**src/rtl/u8d_pkg.sv**
```systemverilog
// ----------------------------------------------------------------------------
// u8d_pkg
// Shared types and constants for the UTF-8 stream decoder.
// ----------------------------------------------------------------------------
`default_nettype none

package u8d_pkg;

  localparam int CP_W     = 21;
  localparam int Q_DEPTH  = 4;
  localparam int Q_PTR_W  = 2;
  localparam int Q_CNT_W  = 3;

  localparam logic [CP_W-1:0] ERR_CP    = 21'h00FFFD;
  localparam logic [CP_W-1:0] SURR_LO   = 21'h00D800;
  localparam logic [CP_W-1:0] SURR_HI   = 21'h00DFFF;
  localparam logic [CP_W-1:0] LIM_2B    = 21'h000080;
  localparam logic [CP_W-1:0] LIM_3B    = 21'h000800;
  localparam logic [CP_W-1:0] LIM_4B    = 21'h010000;
  localparam logic [CP_W-1:0] LIM_MAX   = 21'h110000;

  // Sequence lengths as held in the expected-length register
  localparam logic [2:0] LEN_NONE = 3'd0;
  localparam logic [2:0] LEN_1    = 3'd1;
  localparam logic [2:0] LEN_2    = 3'd2;
  localparam logic [2:0] LEN_3    = 3'd3;
  localparam logic [2:0] LEN_4    = 3'd4;

  // One classified byte: error words first, then an optional good word
  typedef struct packed {
    logic [2:0]      n_err;
    logic            good;
    logic [CP_W-1:0] cp;
  } u8d_entry_t;

endpackage : u8d_pkg

`default_nettype wire

```
**src/rtl/u8d_front.sv**
```systemverilog
// ----------------------------------------------------------------------------
// u8d_front
// Classifies each byte against the pending sequence and yields at most one entry
// that lists how many error words and whether one good word follow.
// ----------------------------------------------------------------------------
`default_nettype none

module u8d_front
  import u8d_pkg::*;
(
  input  wire logic       clk,
  input  wire logic       rst_n,
  input  wire logic       accept,
  input  wire logic [7:0] data_byte,
  input  wire logic       end_of_stream,
  output logic            push,
  output u8d_entry_t      push_entry
);

  logic [2:0]      exp_len_r, exp_len_nxt;
  logic [1:0]      seen_r, seen_nxt;
  logic [CP_W-1:0] partial_r, partial_nxt;

  logic            is_cont;
  logic            lead_path;
  logic [2:0]      seen_inc;
  logic [CP_W-1:0] cp_cat;
  logic [2:0]      lead_len;
  logic [2:0]      short_len;
  logic            bad_val;
  u8d_entry_t      ent;

  // Decode the length a lead byte announces
  always_comb begin
    if (data_byte < 8'h80)      lead_len = LEN_1;
    else if (data_byte < 8'hC0) lead_len = LEN_NONE;
    else if (data_byte < 8'hE0) lead_len = LEN_2;
    else if (data_byte < 8'hF0) lead_len = LEN_3;
    else if (data_byte < 8'hF8) lead_len = LEN_4;
    else                        lead_len = LEN_NONE;
  end

  // Append the continuation bits and check the finished value
  assign is_cont  = (data_byte[7:6] == 2'b10);
  assign seen_inc = {1'b0, seen_r} + 3'd1;
  assign cp_cat   = {partial_r[CP_W-7:0], data_byte[5:0]};

  always_comb begin
    if (cp_cat < LIM_2B)       short_len = LEN_1;
    else if (cp_cat < LIM_3B)  short_len = LEN_2;
    else if (cp_cat < LIM_4B)  short_len = LEN_3;
    else if (cp_cat < LIM_MAX) short_len = LEN_4;
    else                       short_len = LEN_NONE;
  end

  assign bad_val = (short_len != exp_len_r) ||
                   ((cp_cat >= SURR_LO) && (cp_cat <= SURR_HI));

  // Classify the byte and compute the next sequence state
  always_comb begin
    ent         = '0;
    exp_len_nxt = exp_len_r;
    seen_nxt    = seen_r;
    partial_nxt = partial_r;
    lead_path   = 1'b1;

    if (exp_len_r != LEN_NONE) begin
      if (is_cont) begin
        lead_path = 1'b0;
        if (seen_inc >= exp_len_r) begin
          if (bad_val) begin
            ent.n_err = exp_len_r;
          end else begin
            ent.good = 1'b1;
            ent.cp   = cp_cat;
          end
          exp_len_nxt = LEN_NONE;
          seen_nxt    = 2'd0;
          partial_nxt = '0;
        end else begin
          seen_nxt    = seen_inc[1:0];
          partial_nxt = cp_cat;
        end
      end else begin
        // Broken sequence: flush what was taken, then retry as a lead
        ent.n_err   = {1'b0, seen_r};
        exp_len_nxt = LEN_NONE;
        seen_nxt    = 2'd0;
        partial_nxt = '0;
      end
    end

    if (lead_path) begin
      case (lead_len)
        LEN_NONE: begin
          ent.n_err = ent.n_err + 3'd1;
        end
        LEN_1: begin
          ent.good = 1'b1;
          ent.cp   = {{(CP_W-8){1'b0}}, data_byte};
        end
        LEN_2: begin
          exp_len_nxt = LEN_2;
          seen_nxt    = 2'd1;
          partial_nxt = {{(CP_W-8){1'b0}}, data_byte & 8'h1F};
        end
        LEN_3: begin
          exp_len_nxt = LEN_3;
          seen_nxt    = 2'd1;
          partial_nxt = {{(CP_W-8){1'b0}}, data_byte & 8'h0F};
        end
        LEN_4: begin
          exp_len_nxt = LEN_4;
          seen_nxt    = 2'd1;
          partial_nxt = {{(CP_W-8){1'b0}}, data_byte & 8'h07};
        end
        default: begin
          ent.n_err = ent.n_err + 3'd1;
        end
      endcase
    end

    // Flush a pending sequence on the final byte
    if (end_of_stream && (exp_len_nxt != LEN_NONE)) begin
      ent.n_err   = ent.n_err + {1'b0, seen_nxt};
      exp_len_nxt = LEN_NONE;
      seen_nxt    = 2'd0;
      partial_nxt = '0;
    end
  end

  assign push       = accept && ((ent.n_err != 3'd0) || ent.good);
  assign push_entry = ent;

  // Advance the sequence state on each accepted word
  always_ff @(posedge clk) begin
    if (!rst_n) begin
      exp_len_r <= LEN_NONE;
      seen_r    <= 2'd0;
      partial_r <= '0;
    end else if (accept) begin
      exp_len_r <= exp_len_nxt;
      seen_r    <= seen_nxt;
      partial_r <= partial_nxt;
    end
  end

endmodule : u8d_front

`default_nettype wire

```
**src/rtl/u8d_queue.sv**
```systemverilog
// ----------------------------------------------------------------------------
// u8d_queue
// Short FIFO of classified entries between the front and back parts.
// ----------------------------------------------------------------------------
`default_nettype none

module u8d_queue
  import u8d_pkg::*;
(
  input  wire logic        clk,
  input  wire logic        rst_n,
  input  wire logic        push,
  input  wire u8d_entry_t  push_entry,
  input  wire logic        pop,
  output u8d_entry_t       head,
  output logic             empty,
  output logic             full
);

  u8d_entry_t         mem_r [Q_DEPTH];
  logic [Q_PTR_W-1:0] wr_ptr_r, wr_ptr_nxt;
  logic [Q_PTR_W-1:0] rd_ptr_r, rd_ptr_nxt;
  logic [Q_CNT_W-1:0] count_r, count_nxt;

  assign empty = (count_r == '0);
  assign full  = (count_r == Q_CNT_W'(Q_DEPTH));
  assign head  = mem_r[rd_ptr_r];

  // Move pointers and count
  always_comb begin
    wr_ptr_nxt = push ? wr_ptr_r + 1'b1 : wr_ptr_r;
    rd_ptr_nxt = pop  ? rd_ptr_r + 1'b1 : rd_ptr_r;
    count_nxt  = count_r + Q_CNT_W'(push) - Q_CNT_W'(pop);
  end

  always_ff @(posedge clk) begin
    if (!rst_n) begin
      wr_ptr_r <= '0;
      rd_ptr_r <= '0;
      count_r  <= '0;
    end else begin
      wr_ptr_r <= wr_ptr_nxt;
      rd_ptr_r <= rd_ptr_nxt;
      count_r  <= count_nxt;
    end
  end

  // Store entries
  always_ff @(posedge clk) begin
    if (push) begin
      mem_r[wr_ptr_r] <= push_entry;
    end
  end

endmodule : u8d_queue

`default_nettype wire

```
**src/rtl/u8d_back.sv**
```systemverilog
// ----------------------------------------------------------------------------
// u8d_back
// Expands each queued entry into its result words, one per cycle while
// out_ready is high, through a registered output stage.
// ----------------------------------------------------------------------------
`default_nettype none

module u8d_back
  import u8d_pkg::*;
(
  input  wire logic        clk,
  input  wire logic        rst_n,
  input  wire u8d_entry_t  head,
  input  wire logic        empty,
  output logic             pop,
  output logic             out_valid,
  input  wire logic        out_ready,
  output logic [CP_W-1:0]  out_code_point,
  output logic             out_is_error,
  output logic             out_last_of_run
);

  logic [2:0]      idx_r, idx_nxt;
  logic            valid_r;
  logic [CP_W-1:0] cp_r;
  logic            err_r;
  logic            last_r;

  logic            advance;
  logic            load;
  logic [2:0]      total;
  logic            cur_err;
  logic            cur_last;

  assign advance  = !valid_r || out_ready;
  assign load     = advance && !empty;
  assign total    = head.n_err + {2'b00, head.good};
  assign cur_err  = (idx_r < head.n_err);
  assign cur_last = ((idx_r + 3'd1) == total);
  assign pop      = load && cur_last;
  assign idx_nxt  = cur_last ? 3'd0 : idx_r + 3'd1;

  // Step through the words of the head entry
  always_ff @(posedge clk) begin
    if (!rst_n) begin
      valid_r <= 1'b0;
      idx_r   <= 3'd0;
    end else if (advance) begin
      valid_r <= !empty;
      if (load) begin
        idx_r <= idx_nxt;
      end
    end
  end

  // Load the output word
  always_ff @(posedge clk) begin
    if (load) begin
      cp_r   <= cur_err ? ERR_CP : head.cp;
      err_r  <= cur_err;
      last_r <= cur_last;
    end
  end

  assign out_valid       = valid_r;
  assign out_code_point  = cp_r;
  assign out_is_error    = err_r;
  assign out_last_of_run = last_r;

endmodule : u8d_back

`default_nettype wire

```
**src/rtl/utf8_stream_decoder.sv**
```systemverilog
// The entry queue registers each accepted word that yields results, and the
// registered output stage then raises out_valid for its first result.
// Throughput: one input word per cycle while the queue has a free slot; the
// output stage gives one result per cycle while out_ready is high, and a
// four-entry queue absorbs the burst of a word that yields several results.
// Reset: synchronous, active low; clears the pending sequence, the queue and
// the output valid.
// ----------------------------------------------------------------------------
// utf8_stream_decoder
// Byte-serial UTF-8 decoder with validation: front classifier, entry queue
// and result expander.
// ----------------------------------------------------------------------------
`default_nettype none

module utf8_stream_decoder
  import u8d_pkg::*;
(
  input  wire logic            clk,
  input  wire logic            rst_n,
  input  wire logic            in_valid,
  output logic                 in_ready,
  input  wire logic [7:0]      in_data_byte,
  input  wire logic            in_end_of_stream,
  output logic                 out_valid,
  input  wire logic            out_ready,
  output logic [CP_W-1:0]      out_code_point,
  output logic                 out_is_error,
  output logic                 out_last_of_run
);

  logic       accept;
  logic       push;
  u8d_entry_t push_entry;
  logic       pop;
  u8d_entry_t head;
  logic       empty;
  logic       full;

  // Accept whenever the queue has a free slot
  assign in_ready = !full;
  assign accept   = in_valid && in_ready;

  u8d_front u_front (
    .clk           (clk),
    .rst_n         (rst_n),
    .accept        (accept),
    .data_byte     (in_data_byte),
    .end_of_stream (in_end_of_stream),
    .push          (push),
    .push_entry    (push_entry)
  );

  u8d_queue u_queue (
    .clk        (clk),
    .rst_n      (rst_n),
    .push       (push),
    .push_entry (push_entry),
    .pop        (pop),
    .head       (head),
    .empty      (empty),
    .full       (full)
  );

  u8d_back u_back (
    .clk             (clk),
    .rst_n           (rst_n),
    .head            (head),
    .empty           (empty),
    .pop             (pop),
    .out_valid       (out_valid),
    .out_ready       (out_ready),
    .out_code_point  (out_code_point),
    .out_is_error    (out_is_error),
    .out_last_of_run (out_last_of_run)
  );

endmodule : utf8_stream_decoder

`default_nettype wire

```
**config.mk**
```make
export PLATFORM = sky130hd
export DESIGN_NAME = utf8_stream_decoder
export DESIGN_NICKNAME = d
export VERILOG_FILES = /design/src/rtl/u8d_pkg.sv /design/src/rtl/u8d_front.sv /design/src/rtl/u8d_queue.sv /design/src/rtl/u8d_back.sv /design/src/rtl/utf8_stream_decoder.sv
export SDC_FILE = /design/constraint.sdc
export NUM_CORES = 1
export LEC_CHECK = 0
export ABC_CLOCK_PERIOD_IN_PS = 11900
export BUFFER_PORTS_ARGS = -buffer_cell sky130_fd_sc_hd__buf_2
export CAP_MARGIN = 20
export CORE_ASPECT_RATIO = 0.5
export CORE_UTILIZATION = 55
export DETAILED_ROUTE_END_ITERATION = 8
export PLACE_DENSITY = 0.73
export SKIP_LAST_GASP = 1
export SYNTH_ARGS = -nofsm -noshare
export SYNTH_HDL_FRONTEND = slang
export SYNTH_SLANG_ARGS = --single-unit
```
**constraint.sdc**
```tcl
create_clock -name clk -period 11.9 [get_ports clk]
set_input_delay 2.38 -clock clk [delete_from_list [all_inputs] [get_ports clk]]
set_output_delay 2.38 -clock clk [all_outputs]
set_load 0.01 [all_outputs]
```
==> run_results.csv <==
group,metric,value,unit
synthesis,ys_ff_latch,156,
synthesis,ys_seq_area_share,65.5,%
drt,dr.pass1.iters,5,
power_and_ir_drop,seq_power_share,46.4,%
clock_tree,cts_tree,"done",
finish,area.sequential,4360,µm²
grt,globalRouteTotalUtil,23.4,%
worst_setup_path,worst_setup_path_start_kind,"input port",
place,gp_congestion,0.915,
drt,routed-via-count,3870,
worst_setup_path,crit_path_end_kind,"flip-flop",
floorplanning,fp.coreArea,11400,µm²
grt,grt_antenna_before_repair,0,
synthesis,syn_area_per_cell,14.8,µm²
worst_setup_path,critPathArrivalTime,6280,ps
power_and_ir_drop,pwr-share-comb,19.7,%
timing,period_needed,5950,ps
synthesis,synth.distinct_cells,48,
timing,timing.hold.ws,491,ps
worst_setup_path,critical_path.startpoint,"in_data_byte[7]",
timing,finalWorstSetupSlack,5950,ps
grt,use_met3,6.19,%
drt,via_per_inst,5.80,
run,cap_violations,0,
floorplanning,initial_utilization,58.3,%
floorplanning,die_w,157,µm
worst_hold_path,whs_path_depth,2,
clock_tree,clock_path_buffers,2,
drt,drc_errors,0,
finish,syn_to_final_growth,14.6,%
timing,maxSlewHeadroom,37.6,%
synthesis,synth_ff_type,"edfxtp_1",
floorplanning,ioPinCount,38,
timing,max_freq,0.168,GHz
worst_setup_path,rr_worst_depth,18,
finish,fin_area,7610,µm²
synthesis,synth_top_cell_by_area,"edfxtp_1",
clock_tree,clk_pin_slew_worst_paths,60,ps
timing,rsz0062_at_grt,"false",
grt,grt-ovfl-total,0,
timing,slew_viol_final,0,
synthesis,syn_area,6640,µm²
worst_setup_path,worstPathMaxFanout,7,
power_and_ir_drop,p_leak,2.66,nW
power_and_ir_drop,power.total,1.55,mW
synthesis,yosysMostFrequentCell,"edfxtp_1",
finish,stdcell_count,667,
clock_tree,cts-root-buf,"clkbuf_16",
floorplanning,dieArea,12500,µm²
power_and_ir_drop,netSwitchingFraction,27.7,%
timing,finalHoldViolations,0,
timing,setup-tns-final,0,ps
grt,grt_pass1_vias,3828,
place,place_ws,5530,ps
drt,wl,12900,µm
finish,fillers,806,
synthesis,netlist_instances,448,
worst_setup_path,r2r-end,"u_queue.count_r[2]$_SDFF_PN0_",
power_and_ir_drop,switchingPower,430,µW
worst_hold_path,worst_hold_path_type,"reg2reg",
timing,finalCritPeriodShare,50.0,%
finish,antenna_cells,0,
synthesis,synthTopCellsByCount,"123 x edfxtp_1, 34 x and2_1, 33 x dfxtp_1",
outcome,status,"completed",
finish,final_nets,527,
grt,grt.met2_usage,36.1,%
clock_tree,cts_resized,0,
power_and_ir_drop,p_int,1.12,mW
power_and_ir_drop,power_density,204,nW/µm²
timing,finClkSkew,10.4,ps
power_and_ir_drop,vdd_drop_max,92.4,µV
clock_tree,htree_levels,4,
clock_tree,cts_buffers,17,
worst_setup_path,rrSetupSlack,6720,ps
worst_setup_path,cp.required,12220,ps
grt,grt_max_degree,35,
synthesis,synth.net_count,480,
synthesis,yosysWarnings,0,
synthesis,synthArstFlopShare,0,%
place,dpl_cell_area,7010,µm²
synthesis,synth.area.top_cells,"edfxtp_1 56%, dfxtp_1 9.9%, mux4_2 8.5%, and2_1 3.2%, ha_1 3.2%",
place,hpwl,8210,µm
grt,grt_pass1_wl,20800,µm
place,place_inst,634,
clock_tree,clk_latency,430,ps
clock_tree,cts_setup_buffers,0,
worst_setup_path,rr_startpoint,"u_front.partial_r[11]$_SDFFE_PN0P_",
finish,multi_input_area,2160,µm²
finish,drive_above_1_share,23.8,%
drt,post_drt_wl_per_cell,19.4,µm
grt,gr-usage-met1,32.3,%
floorplanning,die-height,79.7,µm
drt,ant_nets,0,
finish,final_core_util,66.9,%
synthesis,synth_edf_count,123,
synthesis,yosysTopAreaCellShare,55.6,%
place,io_buffers,37,
worst_setup_path,crit_type,"in2reg",
clock_tree,hold_buffers,0,
grt,grt_busiest_layer,"met2",
floorplanning,row_count,27,
power_and_ir_drop,pwr-share-clk,33.9,%
clock_tree,clock_sinks,156,
worst_setup_path,crit_end,"u_queue.count_r[2]$_SDFF_PN0_",
timing,setup_violations,0,
drt,drtIter0Drc,391,
timing,worst_pin_slew,936,ps
==> metal layers <==
metal,share of wire (%),vias up
li1,-,1775
met1,47,1949
met2,46,130
met3,6.0,16
met4,1.2,0
met5,0,-
==> power groups by stage <==
stage,registers [mW],logic [mW],clock network (mW)
floorplan,0.727,0.206,0
finish,0.720,0.305,0.526
global placement,0.731,0.290,0
detailed placement,0.734,0.294,0
CTS,0.724,0.298,0.534
global route,0.732,0.339,0.559
==> worst max-delay path: stages <==
cell and delay, ps:
buf_2 120, nor2b_1 220, and2_1 220, or4b_1 480, nand3_1 110, ha_1 220
nor2_1 120, a41o_1 160, fa_1 400, mux2i_1 360, o41a_1 420, ha_1 200
inv_1 50, fa_1 370, xnor2_1 150, xnor2_1 130, and2_1 160
==> registers in the layout, indices dropped and copies added, names as in the netlist, named ones only <==
register	flops
u_back.idx_r	3
u_back.out_code_point	21
u_back.out_is_error	1
u_back.out_last_of_run	1
u_back.out_valid	1
u_front.exp_len_r	3
u_front.partial_r	15
u_front.seen_r	2
u_queue.count_r	3
u_queue.mem_r	100
u_queue.rd_ptr_r	2
u_queue.wr_ptr_r	2
==> cells by family after synthesis <==
kind of cell | after synthesis | synth area share (%)
flops | 156 | 65.5
simple gates | 146 | 12.5
compound gates | 55 | 5.67
buf+inv | 32 | 1.94
mux | 29 | 9.10
fa+ha+maj | 19 | 3.80
xor+xnor | 11 | 1.45
==> worst min path at each step <==
stage                                               end  slack, ps                     startpoint
after global placement    u_back.out_valid$_SDFFE_PN0N_        470  u_back.out_valid$_SDFFE_PN0N_
final                     u_back.out_valid$_SDFFE_PN0N_        490  u_back.out_valid$_SDFFE_PN0N_
after detailed placement  u_back.out_valid$_SDFFE_PN0N_        480  u_back.out_valid$_SDFFE_PN0N_
after CTS                 u_back.out_valid$_SDFFE_PN0N_        500  u_back.out_valid$_SDFFE_PN0N_
after global routing      u_back.out_valid$_SDFFE_PN0N_        520  u_back.out_valid$_SDFFE_PN0N_
after floorplan            u_back.idx_r[1]$_SDFFE_PN0P_        460   u_back.idx_r[1]$_SDFFE_PN0P_
==> area by class of cell <==
type / instances / area share, %
clock inverter: 15 / 1.97
tap: 159 / 2.61
clock buffer: 17 / 5.59
multi-input combinational: 260 / 28.4
sequential: 156 / 57.2
timing repair buffer: 45 / 3.49
inverter: 15 / 0.740
==> cells in the final DEF (no fill, tap or decap), types with 2 or more instances in the layout <==
cell        count
edfxtp_1      123
buf_2          37
and2_1         34
dfxtp_1        32
nor2b_1        28
mux4_2         25
nand2_1        24
a22oi_1        17
ha_1           17
clkbuf_16      17
inv_1          15
or2_2          15
nor2_1         12
o21ai_0        11
nor3_1          8
a21oi_1         8
xnor2_1         8
buf_4           7
inv_6           6
nand3_1         5
nand2b_1        4
a21boi_0        4
a21o_1          3
nor4_1          3
nand4_1         3
mux2i_1         3
xor2_1          3
inv_8           3
o21a_1          2
and3_1          2
a211o_1         2
fa_1            2
clkinv_2        2
clkinvlp_4      2
(Power assumes the default switching activity.)
